`config.mk`:
```
export PLATFORM = sky130hd
export DESIGN_NAME = laplacian_27pt_csc_generator_core
export DESIGN_NICKNAME = d
export VERILOG_FILES = /design/src/hw/rtl/lap27_pkg.sv /design/src/hw/rtl/lap27_ctrl.sv /design/src/hw/rtl/lap27_datapath.sv /design/src/hw/rtl/laplacian_27pt_csc_generator_core.sv
export SDC_FILE = /design/constraint.sdc
export NUM_CORES = 2
export LEC_CHECK = 0
export BUFFER_PORTS_ARGS = -buffer_cell sky130_fd_sc_hd__clkbuf_2
export CAP_MARGIN = 15
export CORE_ASPECT_RATIO = 0.75
export CORE_MARGIN = 4
export CORE_UTILIZATION = 60
export CTS_BUF_LIST = sky130_fd_sc_hd__clkbuf_4
export DETAILED_ROUTE_END_ITERATION = 8
export PLACE_DENSITY = 0.87
export SYNTH_ARGS = -nofsm -noshare
export SYNTH_HDL_FRONTEND = slang
export SYNTH_SLANG_ARGS = --single-unit
```
`constraint.sdc`:
```
create_clock -name clk -period 10.7 [get_ports clk]
set_clock_uncertainty 0.1 [all_clocks]
set_input_delay 0.535 -clock clk [delete_from_list [all_inputs] [get_ports clk]]
set_output_delay 0.535 -clock clk [all_outputs]
set_load 0.05 [all_outputs]
```
`src/hw/rtl/lap27_pkg.sv`:
```
// ----------------------------------------------------------------------------
// lap27_pkg
// Shared types, constants and the entry slot table for the 27-point stencil
// Laplacian column generator.
// ----------------------------------------------------------------------------
package lap27_pkg;

  // Default grid extent limit
  localparam int MAX_DIM = 1024;

  // Fixed field widths
  localparam int SIZE_W     = 11;
  localparam int PLANE_W    = 10;
  localparam int COEF_W     = 32;
  localparam int IDX_W      = 30;
  localparam int POS_W      = 34;
  localparam int CFG_IDX_W  = 3;
  localparam int CFG_DATA_W = 32;
  localparam int NSLOT      = 14;
  localparam int SLOT_W     = 4;
  localparam int DEG_W      = 5;

  // Q0.32 reciprocals of sqrt(2) and sqrt(3)
  localparam logic [31:0] INV_SQRT2_Q32 = 32'd3037000500;
  localparam logic [31:0] INV_SQRT3_Q32 = 32'd2479700524;

  // Configuration register indexes
  typedef enum logic [CFG_IDX_W-1:0] {
    REG_SIZE_FIRST  = 3'd0,
    REG_SIZE_SECOND = 3'd1,
    REG_SIZE_THIRD  = 3'd2,
    REG_FIRST_PLANE = 3'd3,
    REG_END_PLANE   = 3'd4,
    REG_ALPHA_COEF  = 3'd5,
    REG_BETA_COEF   = 3'd6
  } cfg_reg_t;

  // Sequencer states
  typedef enum logic [2:0] {
    ST_IDLE,
    ST_CHECK,
    ST_MUL1,
    ST_MUL2,
    ST_MUL3,
    ST_PREP,
    ST_EMIT
  } state_t;

  // Commands from the controller to the datapath
  typedef struct packed {
    logic accept;
    logic check;
    logic mul1;
    logic mul2;
    logic mul3;
    logic prep;
    logic emit;
  } cmd_t;

  // Status from the datapath to the controller
  typedef struct packed {
    logic slab_ok;
    logic emit_done;
  } status_t;

  // Row base of an entry slot
  typedef enum logic [2:0] {
    BASE_L,
    BASE_LS,
    BASE_PM,
    BASE_P,
    BASE_PP
  } base_t;

  // Offset along the fastest dimension
  typedef enum logic [1:0] {
    OFF_M1,
    OFF_0,
    OFF_P1
  } off_t;

  // Value class of an entry slot
  typedef enum logic [1:0] {
    VAL_DIAG,
    VAL_B,
    VAL_G,
    VAL_D
  } val_t;

  typedef struct packed {
    base_t base;
    off_t  off;
    val_t  val;
  } slot_t;

  // Slot table, in ascending row order
  function automatic slot_t slot_info(input logic [SLOT_W-1:0] s);
    slot_t r;
    r = '{base: BASE_L, off: OFF_0, val: VAL_DIAG};
    unique case (s)
      4'd0:    r = '{base: BASE_L,  off: OFF_0,  val: VAL_DIAG};
      4'd1:    r = '{base: BASE_L,  off: OFF_P1, val: VAL_B};
      4'd2:    r = '{base: BASE_LS, off: OFF_M1, val: VAL_G};
      4'd3:    r = '{base: BASE_LS, off: OFF_0,  val: VAL_B};
      4'd4:    r = '{base: BASE_LS, off: OFF_P1, val: VAL_G};
      4'd5:    r = '{base: BASE_PM, off: OFF_M1, val: VAL_D};
      4'd6:    r = '{base: BASE_PM, off: OFF_0,  val: VAL_G};
      4'd7:    r = '{base: BASE_PM, off: OFF_P1, val: VAL_D};
      4'd8:    r = '{base: BASE_P,  off: OFF_M1, val: VAL_G};
      4'd9:    r = '{base: BASE_P,  off: OFF_0,  val: VAL_B};
      4'd10:   r = '{base: BASE_P,  off: OFF_P1, val: VAL_G};
      4'd11:   r = '{base: BASE_PP, off: OFF_M1, val: VAL_D};
      4'd12:   r = '{base: BASE_PP, off: OFF_0,  val: VAL_G};
      4'd13:   r = '{base: BASE_PP, off: OFF_P1, val: VAL_D};
      default: r = '{base: BASE_L,  off: OFF_0,  val: VAL_DIAG};
    endcase
    return r;
  endfunction

endpackage

```
`src/hw/rtl/lap27_ctrl.sv`:
```
// ----------------------------------------------------------------------------
// lap27_ctrl
// Sequencer: takes a request word, steps the datapath through the slab
// check, the multiply stages and prep, then drains the column entries.
// ----------------------------------------------------------------------------
module lap27_ctrl (
  input  logic               clk,
  input  logic               rst,
  input  logic               in_valid,
  output logic               in_ready,
  input  lap27_pkg::status_t status,
  output lap27_pkg::cmd_t    cmd
);

  lap27_pkg::state_t state;
  lap27_pkg::state_t state_next;

  // State register
  always_ff @(posedge clk) begin
    if (rst) begin
      state <= lap27_pkg::ST_IDLE;
    end else begin
      state <= state_next;
    end
  end

  // Next state
  always_comb begin
    state_next = state;
    unique case (state)
      lap27_pkg::ST_IDLE: begin
        if (in_valid) begin
          state_next = lap27_pkg::ST_CHECK;
        end
      end
      lap27_pkg::ST_CHECK: begin
        state_next = status.slab_ok ? lap27_pkg::ST_MUL1 : lap27_pkg::ST_IDLE;
      end
      lap27_pkg::ST_MUL1: state_next = lap27_pkg::ST_MUL2;
      lap27_pkg::ST_MUL2: state_next = lap27_pkg::ST_MUL3;
      lap27_pkg::ST_MUL3: state_next = lap27_pkg::ST_PREP;
      lap27_pkg::ST_PREP: state_next = lap27_pkg::ST_EMIT;
      lap27_pkg::ST_EMIT: begin
        if (status.emit_done) begin
          state_next = lap27_pkg::ST_IDLE;
        end
      end
      default: state_next = lap27_pkg::ST_IDLE;
    endcase
  end

  // Outputs
  always_comb begin
    cmd      = '0;
    in_ready = 1'b0;
    unique case (state)
      lap27_pkg::ST_IDLE: begin
        in_ready   = 1'b1;
        cmd.accept = in_valid;
      end
      lap27_pkg::ST_CHECK: cmd.check = 1'b1;
      lap27_pkg::ST_MUL1:  cmd.mul1  = 1'b1;
      lap27_pkg::ST_MUL2:  cmd.mul2  = 1'b1;
      lap27_pkg::ST_MUL3:  cmd.mul3  = 1'b1;
      lap27_pkg::ST_PREP:  cmd.prep  = 1'b1;
      lap27_pkg::ST_EMIT:  cmd.emit  = 1'b1;
      default: cmd = '0;
    endcase
  end

endmodule

```
`src/hw/rtl/lap27_datapath.sv`:
```
// ----------------------------------------------------------------------------
// lap27_datapath
// Configuration registers, slab walk counters, index and coefficient
// arithmetic, entry slot selection and the output register.
// ----------------------------------------------------------------------------
module lap27_datapath #(
  parameter int MAX_DIM = lap27_pkg::MAX_DIM
) (
  input  logic                                    clk,
  input  logic                                    rst,
  input  logic                                    cfg_write,
  input  logic [lap27_pkg::CFG_IDX_W-1:0]         cfg_index,
  input  logic [lap27_pkg::CFG_DATA_W-1:0]        cfg_data,
  input  logic                                    restart,
  input  lap27_pkg::cmd_t                         cmd,
  output lap27_pkg::status_t                      status,
  input  logic                                    out_ready,
  output logic                                    out_valid,
  output logic [lap27_pkg::IDX_W-1:0]             row_index,
  output logic signed [lap27_pkg::COEF_W-1:0]     entry_value,
  output logic [lap27_pkg::IDX_W-1:0]             column_index,
  output logic [lap27_pkg::POS_W-1:0]             entry_position,
  output logic                                    last_in_column,
  output logic                                    last_column
);

  localparam int SIZE_W = lap27_pkg::SIZE_W;
  localparam int IW     = lap27_pkg::IDX_W;
  localparam int NSLOT  = lap27_pkg::NSLOT;
  localparam int SLOT_W = lap27_pkg::SLOT_W;
  localparam int DEG_W  = lap27_pkg::DEG_W;
  localparam int SW     = $clog2(MAX_DIM + 1);
  localparam int PW     = $clog2(MAX_DIM + 1);
  localparam int RW     = $clog2(MAX_DIM);
  localparam int CW     = (SIZE_W > SW + 1) ? SIZE_W : SW + 1;
  localparam int DPW    = DEG_W + lap27_pkg::COEF_W + 1;

  // Configuration registers
  logic [SIZE_W-1:0]                 size_first;
  logic [SIZE_W-1:0]                 size_second;
  logic [SIZE_W-1:0]                 size_third;
  logic [lap27_pkg::PLANE_W-1:0]     first_plane;
  logic [SIZE_W-1:0]                 end_plane;
  logic signed [lap27_pkg::COEF_W-1:0] alpha_coef;
  logic [lap27_pkg::COEF_W-1:0]      beta_coef;

  // Walk counters
  logic [PW-1:0]                     plane_pos;
  logic [RW-1:0]                     row_pos;
  logic [RW-1:0]                     col_pos;
  logic [lap27_pkg::POS_W-1:0]       entry_count;

  // Per-column registers
  logic                              j_lo, j_hi, i_lo, i_hi, k_hi;
  logic                              col_last;
  logic [DEG_W-1:0]                  deg;
  logic signed [DEG_W+lap27_pkg::COEF_W:0] diag_prod;
  logic [31:0]                       diag;
  logic [63:0]                       vg_prod, vd_prod;
  logic [31:0]                       vg, vd;
  logic [IW-1:0]                     kprod, lprod, ss, ssm, ssp;
  logic [IW-1:0]                     gcol, base_ls, base_p, base_pm, base_pp;
  logic [NSLOT-1:0]                  mask;

  // Combinational terms
  logic [SW-1:0]                     s1c, s2c, s3c;
  logic [CW-1:0]                     epx, fpx, kx, ix, jx, s1x, s2x, s3x;
  logic                              kl, kh, il, ih, jl, jh;
  logic [1:0]                        dk, di, dj;
  logic [31:0]                       beta_mag, kconst;
  logic [63:0]                       sc_prod, vg_sum, vd_sum;
  logic [IW-1:0]                     kpi;
  logic [IW+SW-1:0]                  lprod_full;
  logic [PW+SW-1:0]                  kprod_full;
  logic [2*SW-1:0]                   ss_full;
  logic [RW:0]                       j_inc, i_inc;
  logic [NSLOT-1:0]                  mask_rest;
  logic [SLOT_W-1:0]                 sel;
  lap27_pkg::slot_t                  slot;
  logic [IW-1:0]                     row_base, row_off, row_sel;
  logic [31:0]                       val_sel;
  logic                              out_free, load;

  function automatic logic [SW-1:0] clamp_size(input logic [SIZE_W-1:0] v);
    logic [CW-1:0] ve;
    ve = CW'(v);
    if (ve == '0) begin
      return SW'(1);
    end else if (ve > CW'(MAX_DIM)) begin
      return SW'(MAX_DIM);
    end
    return SW'(ve);
  endfunction

  // Write configuration registers
  always_ff @(posedge clk) begin
    if (rst) begin
      size_first  <= SIZE_W'(1);
      size_second <= SIZE_W'(1);
      size_third  <= SIZE_W'(1);
      first_plane <= '0;
      end_plane   <= SIZE_W'(1);
      alpha_coef  <= 32'sd65536;
      beta_coef   <= 32'd65536;
    end else if (cfg_write) begin
      unique case (lap27_pkg::cfg_reg_t'(cfg_index))
        lap27_pkg::REG_SIZE_FIRST:  size_first  <= cfg_data[SIZE_W-1:0];
        lap27_pkg::REG_SIZE_SECOND: size_second <= cfg_data[SIZE_W-1:0];
        lap27_pkg::REG_SIZE_THIRD:  size_third  <= cfg_data[SIZE_W-1:0];
        lap27_pkg::REG_FIRST_PLANE: first_plane <= cfg_data[lap27_pkg::PLANE_W-1:0];
        lap27_pkg::REG_END_PLANE:   end_plane   <= cfg_data[SIZE_W-1:0];
        lap27_pkg::REG_ALPHA_COEF:  alpha_coef  <= $signed(cfg_data);
        lap27_pkg::REG_BETA_COEF:   beta_coef   <= cfg_data;
        default: ;
      endcase
    end
  end

  // Effective sizes and slab bounds
  always_comb begin
    s1c = clamp_size(size_first);
    s2c = clamp_size(size_second);
    s3c = clamp_size(size_third);
    s1x = CW'(s1c);
    s2x = CW'(s2c);
    s3x = CW'(s3c);
    epx = (CW'(end_plane) < s1x) ? CW'(end_plane) : s1x;
    fpx = CW'(first_plane);
    kx  = CW'(plane_pos);
    ix  = CW'(row_pos);
    jx  = CW'(col_pos);
    status.slab_ok = (fpx < epx) && (kx >= fpx) && (kx < epx) &&
                     (ix < s2x) && (jx < s3x);
    // drain ends once the last pending slot is loaded
    status.emit_done = out_free & (mask_rest == '0);
    kl = (kx != '0);
    kh = (kx < s1x - CW'(1));
    il = (ix != '0);
    ih = (ix < s2x - CW'(1));
    jl = (jx != '0);
    jh = (jx < s3x - CW'(1));
    dk = 2'd1 + {1'b0, kl} + {1'b0, kh};
    di = 2'd1 + {1'b0, il} + {1'b0, ih};
    dj = 2'd1 + {1'b0, jl} + {1'b0, jh};
  end

  // Shared coefficient multiplier and index products
  assign beta_mag   = beta_coef[31] ? (~beta_coef + 32'd1) : beta_coef;
  assign kconst     = cmd.mul1 ? lap27_pkg::INV_SQRT2_Q32 : lap27_pkg::INV_SQRT3_Q32;
  assign sc_prod    = 64'(beta_mag) * 64'(kconst);
  assign kprod_full = (PW+SW)'(plane_pos) * (PW+SW)'(s2c);
  assign kpi        = kprod + IW'(row_pos);
  assign lprod_full = (IW+SW)'(kpi) * (IW+SW)'(s3c);
  assign ss_full    = (2*SW)'(s2c) * (2*SW)'(s3c);
  assign vg_sum     = vg_prod + 64'h0000_0000_8000_0000;
  assign vd_sum     = vd_prod + 64'h0000_0000_8000_0000;

  // Column set-up pipeline
  always_ff @(posedge clk) begin
    if (cmd.check) begin
      j_lo     <= jl;
      j_hi     <= jh;
      i_lo     <= il;
      i_hi     <= ih;
      k_hi     <= kh;
      col_last <= (kx == epx - CW'(1)) && (ix == s2x - CW'(1)) && (jx == s3x - CW'(1));
      deg      <= ({3'b0, dk} * {3'b0, di} * {3'b0, dj}) - DEG_W'(1);
    end
    if (cmd.mul1) begin
      diag_prod <= DPW'($signed({1'b0, deg})) * DPW'(alpha_coef);
      vg_prod   <= sc_prod;
      kprod     <= IW'(kprod_full);
    end
    if (cmd.mul2) begin
      if (diag_prod[DEG_W+lap27_pkg::COEF_W:31] == '0 ||
          diag_prod[DEG_W+lap27_pkg::COEF_W:31] == '1) begin
        diag <= diag_prod[31:0];
      end else begin
        diag <= diag_prod[DEG_W+lap27_pkg::COEF_W] ? 32'h8000_0000 : 32'h7FFF_FFFF;
      end
      vd_prod <= sc_prod;
      lprod   <= IW'(lprod_full);
      ss      <= IW'(ss_full);
    end
    if (cmd.mul3) begin
      gcol <= lprod + IW'(col_pos);
      ssm  <= ss - IW'(s3c);
      ssp  <= ss + IW'(s3c);
      vg   <= beta_coef[31] ? (32'd0 - vg_sum[63:32]) : vg_sum[63:32];
      vd   <= beta_coef[31] ? (32'd0 - vd_sum[63:32]) : vd_sum[63:32];
    end
    if (cmd.prep) begin
      base_ls <= gcol + IW'(s3c);
      base_p  <= gcol + ss;
      base_pm <= gcol + ssm;
      base_pp <= gcol + ssp;
    end
  end

  // Slot mask: build on prep, drop the emitted slot on each load
  always_ff @(posedge clk) begin
    if (rst) begin
      mask <= '0;
    end else if (cmd.prep) begin
      mask[0]  <= 1'b1;
      mask[1]  <= j_hi;
      mask[2]  <= i_hi & j_lo;
      mask[3]  <= i_hi;
      mask[4]  <= i_hi & j_hi;
      mask[5]  <= k_hi & i_lo & j_lo;
      mask[6]  <= k_hi & i_lo;
      mask[7]  <= k_hi & i_lo & j_hi;
      mask[8]  <= k_hi & j_lo;
      mask[9]  <= k_hi;
      mask[10] <= k_hi & j_hi;
      mask[11] <= k_hi & i_hi & j_lo;
      mask[12] <= k_hi & i_hi;
      mask[13] <= k_hi & i_hi & j_hi;
    end else if (load) begin
      mask <= mask_rest;
    end
  end

  // Pick the lowest pending slot
  always_comb begin
    sel = '0;
    for (int s = NSLOT - 1; s >= 0; s--) begin
      if (mask[s]) begin
        sel = SLOT_W'(s);
      end
    end
  end

  assign mask_rest = mask & (mask - NSLOT'(1));
  assign slot      = lap27_pkg::slot_info(sel);

  // Row and value of the selected slot
  always_comb begin
    unique case (slot.base)
      lap27_pkg::BASE_L:  row_base = gcol;
      lap27_pkg::BASE_LS: row_base = base_ls;
      lap27_pkg::BASE_PM: row_base = base_pm;
      lap27_pkg::BASE_P:  row_base = base_p;
      lap27_pkg::BASE_PP: row_base = base_pp;
      default:            row_base = gcol;
    endcase
    unique case (slot.off)
      lap27_pkg::OFF_M1: row_off = '1;
      lap27_pkg::OFF_P1: row_off = IW'(1);
      default:           row_off = '0;
    endcase
    row_sel = row_base + row_off;
    unique case (slot.val)
      lap27_pkg::VAL_DIAG: val_sel = diag;
      lap27_pkg::VAL_B:    val_sel = beta_coef;
      lap27_pkg::VAL_G:    val_sel = vg;
      lap27_pkg::VAL_D:    val_sel = vd;
      default:             val_sel = diag;
    endcase
  end

  assign out_free         = ~out_valid | out_ready;
  assign load             = cmd.emit & out_free;

  // Walk counters: restart on a request with restart set, advance once per emitted column
  always_ff @(posedge clk) begin
    if (rst) begin
      plane_pos   <= '0;
      row_pos     <= '0;
      col_pos     <= '0;
      entry_count <= '0;
    end else begin
      if (cmd.accept && restart) begin
        plane_pos   <= PW'(first_plane);
        row_pos     <= '0;
        col_pos     <= '0;
        entry_count <= '0;
      end else if (load) begin
        entry_count <= entry_count + lap27_pkg::POS_W'(1);
      end
      if (cmd.prep) begin
        if (CW'(j_inc) >= s3x) begin
          col_pos <= '0;
          if (CW'(i_inc) >= s2x) begin
            row_pos   <= '0;
            plane_pos <= plane_pos + PW'(1);
          end else begin
            row_pos <= RW'(i_inc);
          end
        end else begin
          col_pos <= RW'(j_inc);
        end
      end
    end
  end

  assign j_inc = {1'b0, col_pos} + (RW + 1)'(1);
  assign i_inc = {1'b0, row_pos} + (RW + 1)'(1);

  // Output register: hold while stalled, load the next word when free
  always_ff @(posedge clk) begin
    if (rst) begin
      out_valid <= 1'b0;
    end else if (load) begin
      out_valid <= 1'b1;
    end else if (out_ready) begin
      out_valid <= 1'b0;
    end
  end

  always_ff @(posedge clk) begin
    if (load) begin
      row_index      <= row_sel;
      entry_value    <= $signed(val_sel);
      column_index   <= gcol;
      entry_position <= entry_count;
      last_in_column <= (mask_rest == '0);
      last_column    <= col_last;
    end
  end

endmodule

```
`src/hw/rtl/laplacian_27pt_csc_generator_core.sv`:
```
// ----------------------------------------------------------------------------
// laplacian_27pt_csc_generator_core
// Emits the lower-triangular CSC entries of a 3D 27-point stencil Laplacian,
// one column of the local slab per request word.
//
//   channel  | handshake              | payload
//   ---------+------------------------+-----------------------------------------
//   request  | in_valid / in_ready    | restart
//   entry    | out_valid / out_ready  | row_index, entry_value, column_index,
//            |                        | entry_position, last_in_column,
//            |                        | last_column
//   config   | cfg_write              | cfg_index, cfg_data
//
// A column with n entries (1 to 14) goes through an accept step, a slab check,
// four set-up steps (mul1 and mul2 on the shared multiplier, then mul3, prep)
// and one entry a cycle out of the output register while out_ready allows,
// before the next request is taken. Out-of-slab requests emit nothing.
// Synchronous reset puts the walk at plane 0 with the default registers.
// A low out_ready holds the sequencer in the entry drain.
// ----------------------------------------------------------------------------
module laplacian_27pt_csc_generator_core #(
  parameter int MAX_DIM = lap27_pkg::MAX_DIM
) (
  input  logic                                clk,
  input  logic                                rst,
  input  logic                                cfg_write,
  input  logic [lap27_pkg::CFG_IDX_W-1:0]     cfg_index,
  input  logic [lap27_pkg::CFG_DATA_W-1:0]    cfg_data,
  input  logic                                in_valid,
  output logic                                in_ready,
  input  logic                                restart,
  output logic                                out_valid,
  input  logic                                out_ready,
  output logic [lap27_pkg::IDX_W-1:0]         row_index,
  output logic signed [lap27_pkg::COEF_W-1:0] entry_value,
  output logic [lap27_pkg::IDX_W-1:0]         column_index,
  output logic [lap27_pkg::POS_W-1:0]         entry_position,
  output logic                                last_in_column,
  output logic                                last_column
);

  lap27_pkg::cmd_t    cmd;
  lap27_pkg::status_t status;

  // Sequencer
  lap27_ctrl u_ctrl (
    .clk      (clk),
    .rst      (rst),
    .in_valid (in_valid),
    .in_ready (in_ready),
    .status   (status),
    .cmd      (cmd)
  );

  // Arithmetic, counters and output register
  lap27_datapath #(
    .MAX_DIM (MAX_DIM)
  ) u_datapath (
    .clk            (clk),
    .rst            (rst),
    .cfg_write      (cfg_write),
    .cfg_index      (cfg_index),
    .cfg_data       (cfg_data),
    .restart        (restart),
    .cmd            (cmd),
    .status         (status),
    .out_ready      (out_ready),
    .out_valid      (out_valid),
    .row_index      (row_index),
    .entry_value    (entry_value),
    .column_index   (column_index),
    .entry_position (entry_position),
    .last_in_column (last_in_column),
    .last_column    (last_column)
  );

endmodule

```
==> flow_metrics.env <==
export IMPL_outcome="finished clean"
export IMPL_seqPwrFrac_pct=37.3
export IMPL_postSynthCellCount=9020
export IMPL_hold_depth=4
export IMPL_setup_tns_ps=0
export IMPL_hp_start="cfg_data[22]"
export IMPL_clkPwrFrac_pct=26.5
export IMPL_ys_seq_area_share_pct=25.67
export IMPL_rows=120
export IMPL_place_hpwl_mm=204.2
export IMPL_cts_made_buffers=205
export IMPL_synth_edf_count=607
export IMPL_antenna_found_initial=21
export IMPL_max_cap_viol_count=0
export IMPL_final_common_cell="inv_1"
export IMPL_area_growth_synth_to_final_pct=7.894
export IMPL_critPathMaxStageDelay_ps=580
export IMPL_die_h_um=337.2
export IMPL_crit_path_end_kind="flop"
export IMPL_synth_seq_cells=808
export IMPL_port_buffers=170
export IMPL_drt_iter0_drc=7661
export IMPL_overflow=0
export IMPL_reg2reg_to="u_datapath.vd_prod[62]$_DFFE_PP_"
export IMPL_yosys_cell_types_count=94
export IMPL_async_flop_share_pct=0
export IMPL_final_cell_mix="inv_1 (1405), nand2_1 (1049), ha_1 (1036)"
export IMPL_slew_headroom_pct=12.15
export IMPL_syn_area_per_cell_um2=9.610
export IMPL_drtPass1Iterations=8
export IMPL_peakVddDrop_mv=0.1672
export IMPL_gp_congestion=1.040
export IMPL_final_antenna_net_count=0
export IMPL_hold_end="u_datapath.beta_coef[22]$_SDFFE_PP0P_"
export IMPL_setup_viol_count_final=0
export IMPL_worst_path_dominant_cell_family="adder cells"
export IMPL_critPathRequiredTime_ps=11560
export IMPL_boundaryPins=171
export IMPL_hold_viol=0
export IMPL_grt_start_max_net_pins=140
export IMPL_fin_area_mm2=0.09352
export IMPL_rrSetupSlack_ps=250
export IMPL_synth_fp_nets=11040
export IMPL_drv_slew=0
export IMPL_post_drt_wl_per_cell_um=22.61
export IMPL_power_switching_mw=3.882
export IMPL_cts_htree_levels=4
export IMPL_vias=68360
export IMPL_period_minus_slack_ps=10450
export IMPL_drc=0
export IMPL_startpoint="u_datapath.beta_coef[8]$_SDFFE_PP0P_"
export IMPL_worstSkewPairLatency_ps=1270
export IMPL_cts_tree="done"
export IMPL_design_die_area_mm2=0.1507
export IMPL_start_util_pct=60.58
export IMPL_critPathKind="flop to flop"
export IMPL_critPathLaunchType="flop"
export IMPL_cts_buffer_depth=3
export IMPL_clkTransAtPathRegs_ps=70
export IMPL_leakage_nw=43.31
export IMPL_r2r_cells=34
export IMPL_wirelength_mm=257.2
export IMPL_coreArea_mm2=0.1431
export IMPL_die_x_um=446.9
export IMPL_critical_path_peak_fanout=9
export IMPL_worstHoldPathType="input port to flop"
export IMPL_placed_area_mm2=0.08990
export IMPL_path_depth=34
export IMPL_combinationalPowerShare_pct=36.2
export IMPL_ys_flop_type="edfxtp_1"
export IMPL_grt_pass1_wl_mm=398.6
export IMPL_path_buf_inv=5
export IMPL_cts_sinks=808
export IMPL_tightestPinTransition_ps=1318
export IMPL_power_density_mw_per_mm2=110.9
export IMPL_syn_cell_area_mm2=0.08668
export IMPL_track_usage_pct=34.31
export IMPL_finalCritPeriodShare_pct=97.62
export IMPL_clock_fmax_mhz=95.74
export IMPL_drive_above_1_share_pct=7.839
export IMPL_intPower_mw=6.494
export IMPL_cpMostUsedCell="fa_1"
export IMPL_arrival_ps=11300
export IMPL_swShare_pct=37.41
export IMPL_r2r_start="u_datapath.beta_coef[8]$_SDFFE_PP0P_"
export IMPL_slowest_stage="or4_4"
export IMPL_yosys_warnings=0
export IMPL_grt_pass1_vias=69220
export IMPL_nNetsFinal=11320
export IMPL_cts_root_buf="clkbuf_4"
export IMPL_via_per_inst=6.009
export IMPL_hold_slack_ps=146.4
synth_stat cells, types with 11 or more instances:
cell type  number  area, µm²
a41oi_1        13      113.9
and3_1         82      513.0
clkbuf_1      274       1028
nor2b_1        64      400.4
dfxtp_1       201       4024
a311oi_1       17      148.9
ha_1         1037      12970
nand2b_1       62      387.9
xnor2_1       432       3784
a21oi_1       476       2382
and4_1         21      183.9
o211ai_1       29      217.7
a221oi_1       36      315.3
nand2_1      1052       3949
o21bai_1       42      315.3
a2111oi_0      14      122.6
and2_1        188       1176
or3_1          38      237.7
fa_1          938      18780
edfxtp_1      607      18230
o31ai_1        21      157.7
xor2_1        192       1682
a21o_1         92      690.7
clkinv_1       13      48.80
a22oi_1        14      105.1
a211o_1        13      113.9
nand3b_1       11      82.58
nand3_1       153      765.7
mux2i_1       104       1041
a31oi_1        36      225.2
nor2_1        540       2027
or2_2          23      143.9
a211oi_1       17      127.6
a22o_1         29      254.0
o21ai_0       229       1146
inv_1        1409       5289
nor4_1         29      181.4
a21boi_0       18      135.1
buf_2          13      65.06
nor3_1        114      570.6
o21a_1         78      585.6
buf_1          30      112.6
o41ai_1        13      113.9
or4_1          11      82.58
nand4_1        53      331.6
cell families after synthesis:
logic type	after synthesis	synth area share, %
other	2	0.008664
adder cells (fa/ha/maj)	1978	36.67
flip-flops	808	25.67
buffers and inverters	1745	7.584
multiplexers	107	1.240
AO/OA/AOI/OAI	1275	9.384
XOR/XNOR	624	6.305
AND/OR/NAND/NOR	2481	13.14
registers in the layout, indices dropped and copies added (netlist names), 23 cells and up:
register	cells
u_datapath.diag_prod	38
u_datapath.entry_count	34
u_datapath.entry_position	34
u_datapath.vd_prod	33
u_datapath.vg_prod	33
u_datapath.alpha_coef	32
u_datapath.beta_coef	32
u_datapath.diag	32
u_datapath.entry_value	32
u_datapath.vd	32
u_datapath.vg	32
u_datapath.base_ls	30
u_datapath.base_p	30
u_datapath.base_pp	30
u_datapath.column_index	30
u_datapath.gcol	30
u_datapath.lprod	30
u_datapath.row_index	30
u_datapath.base_pm	29
u_datapath.ssm	23
layer usage:
layer	track usage (%)	share of wire [%]	vias up
met1	47.39	40	33370
met3	12.77	14	576
met4	11.14	3.4	8
met2	50.19	42	3920
li1	-	-	30490
met5	0	0.020	-
tightest hold or removal path, stage by stage:
cell	delay, ps
dlygate4sd3_1	530
clkbuf_2	190
nand2_1	100
a21oi_1	60
repair_timing:
action	CTS	global route
gates resized for setup	0	26
hold buffers	79	0
setup buffers	1	3
pin swaps	1	4
endpoints found under the setup margin	18	32
hold endpoints to repair	169	0
worst max path at each step:
stage	end	slack [ps]
2_1_floorplan	u_datapath.vd_prod[62]$_DFFE_PP_	680
3_5_place_dp	u_datapath.vd_prod[59]$_DFFE_PP_	-140
6_report	u_datapath.vd_prod[62]$_DFFE_PP_	250
5_1_grt	u_datapath.vd_prod[63]$_DFFE_PP_	-40
3_3_place_gp	u_datapath.vg_prod[63]$_DFFE_PP_	190
4_1_cts	u_datapath.vd_prod[63]$_DFFE_PP_	60
layout make-up:
class	count	area, µm²
Multi-Input combinational cell	6467	58060
Fill cell	10930	49570
Sequential cell	808	22250
Inverter	1427	5366
Tap cell	1891	2366
Timing Repair Buffer	398	2800
Antenna cell	21	52.55
Clock buffer	289	2170
Clock inverter	76	457.9
power by group through the flow:
stage | clock network, mW | registers (mW) | logic (mW)
6_report | 2.75 | 3.87 | 3.76
2_1_floorplan | 0 | 3.82 | 2.64
4_1_cts | 2.78 | 3.86 | 3.68
3_5_place_dp | 0 | 3.93 | 3.62
3_3_place_gp | 0 | 3.92 | 3.48
5_1_grt | 2.96 | 3.88 | 4.19
per-stage QoR:
stage | power [mW] | setup slack (ps) | utilization (%) | cells
6_report | 10.38 | 254.6 | 65.36 | 11380
5_1_grt | 11.03 | -40.43 | 65.35 | 11370
4_1_cts | 10.32 | 61.84 | 65.22 | 11350
3_5_place_dp | 7.549 | -140.3 | 62.83 | 10910
3_3_place_gp | 7.402 | 193.9 | 62.81 | 10910
2_1_floorplan | 6.467 | 682.1 | - | 9020
No activity file was read; power rests on OpenSTA's default activity.
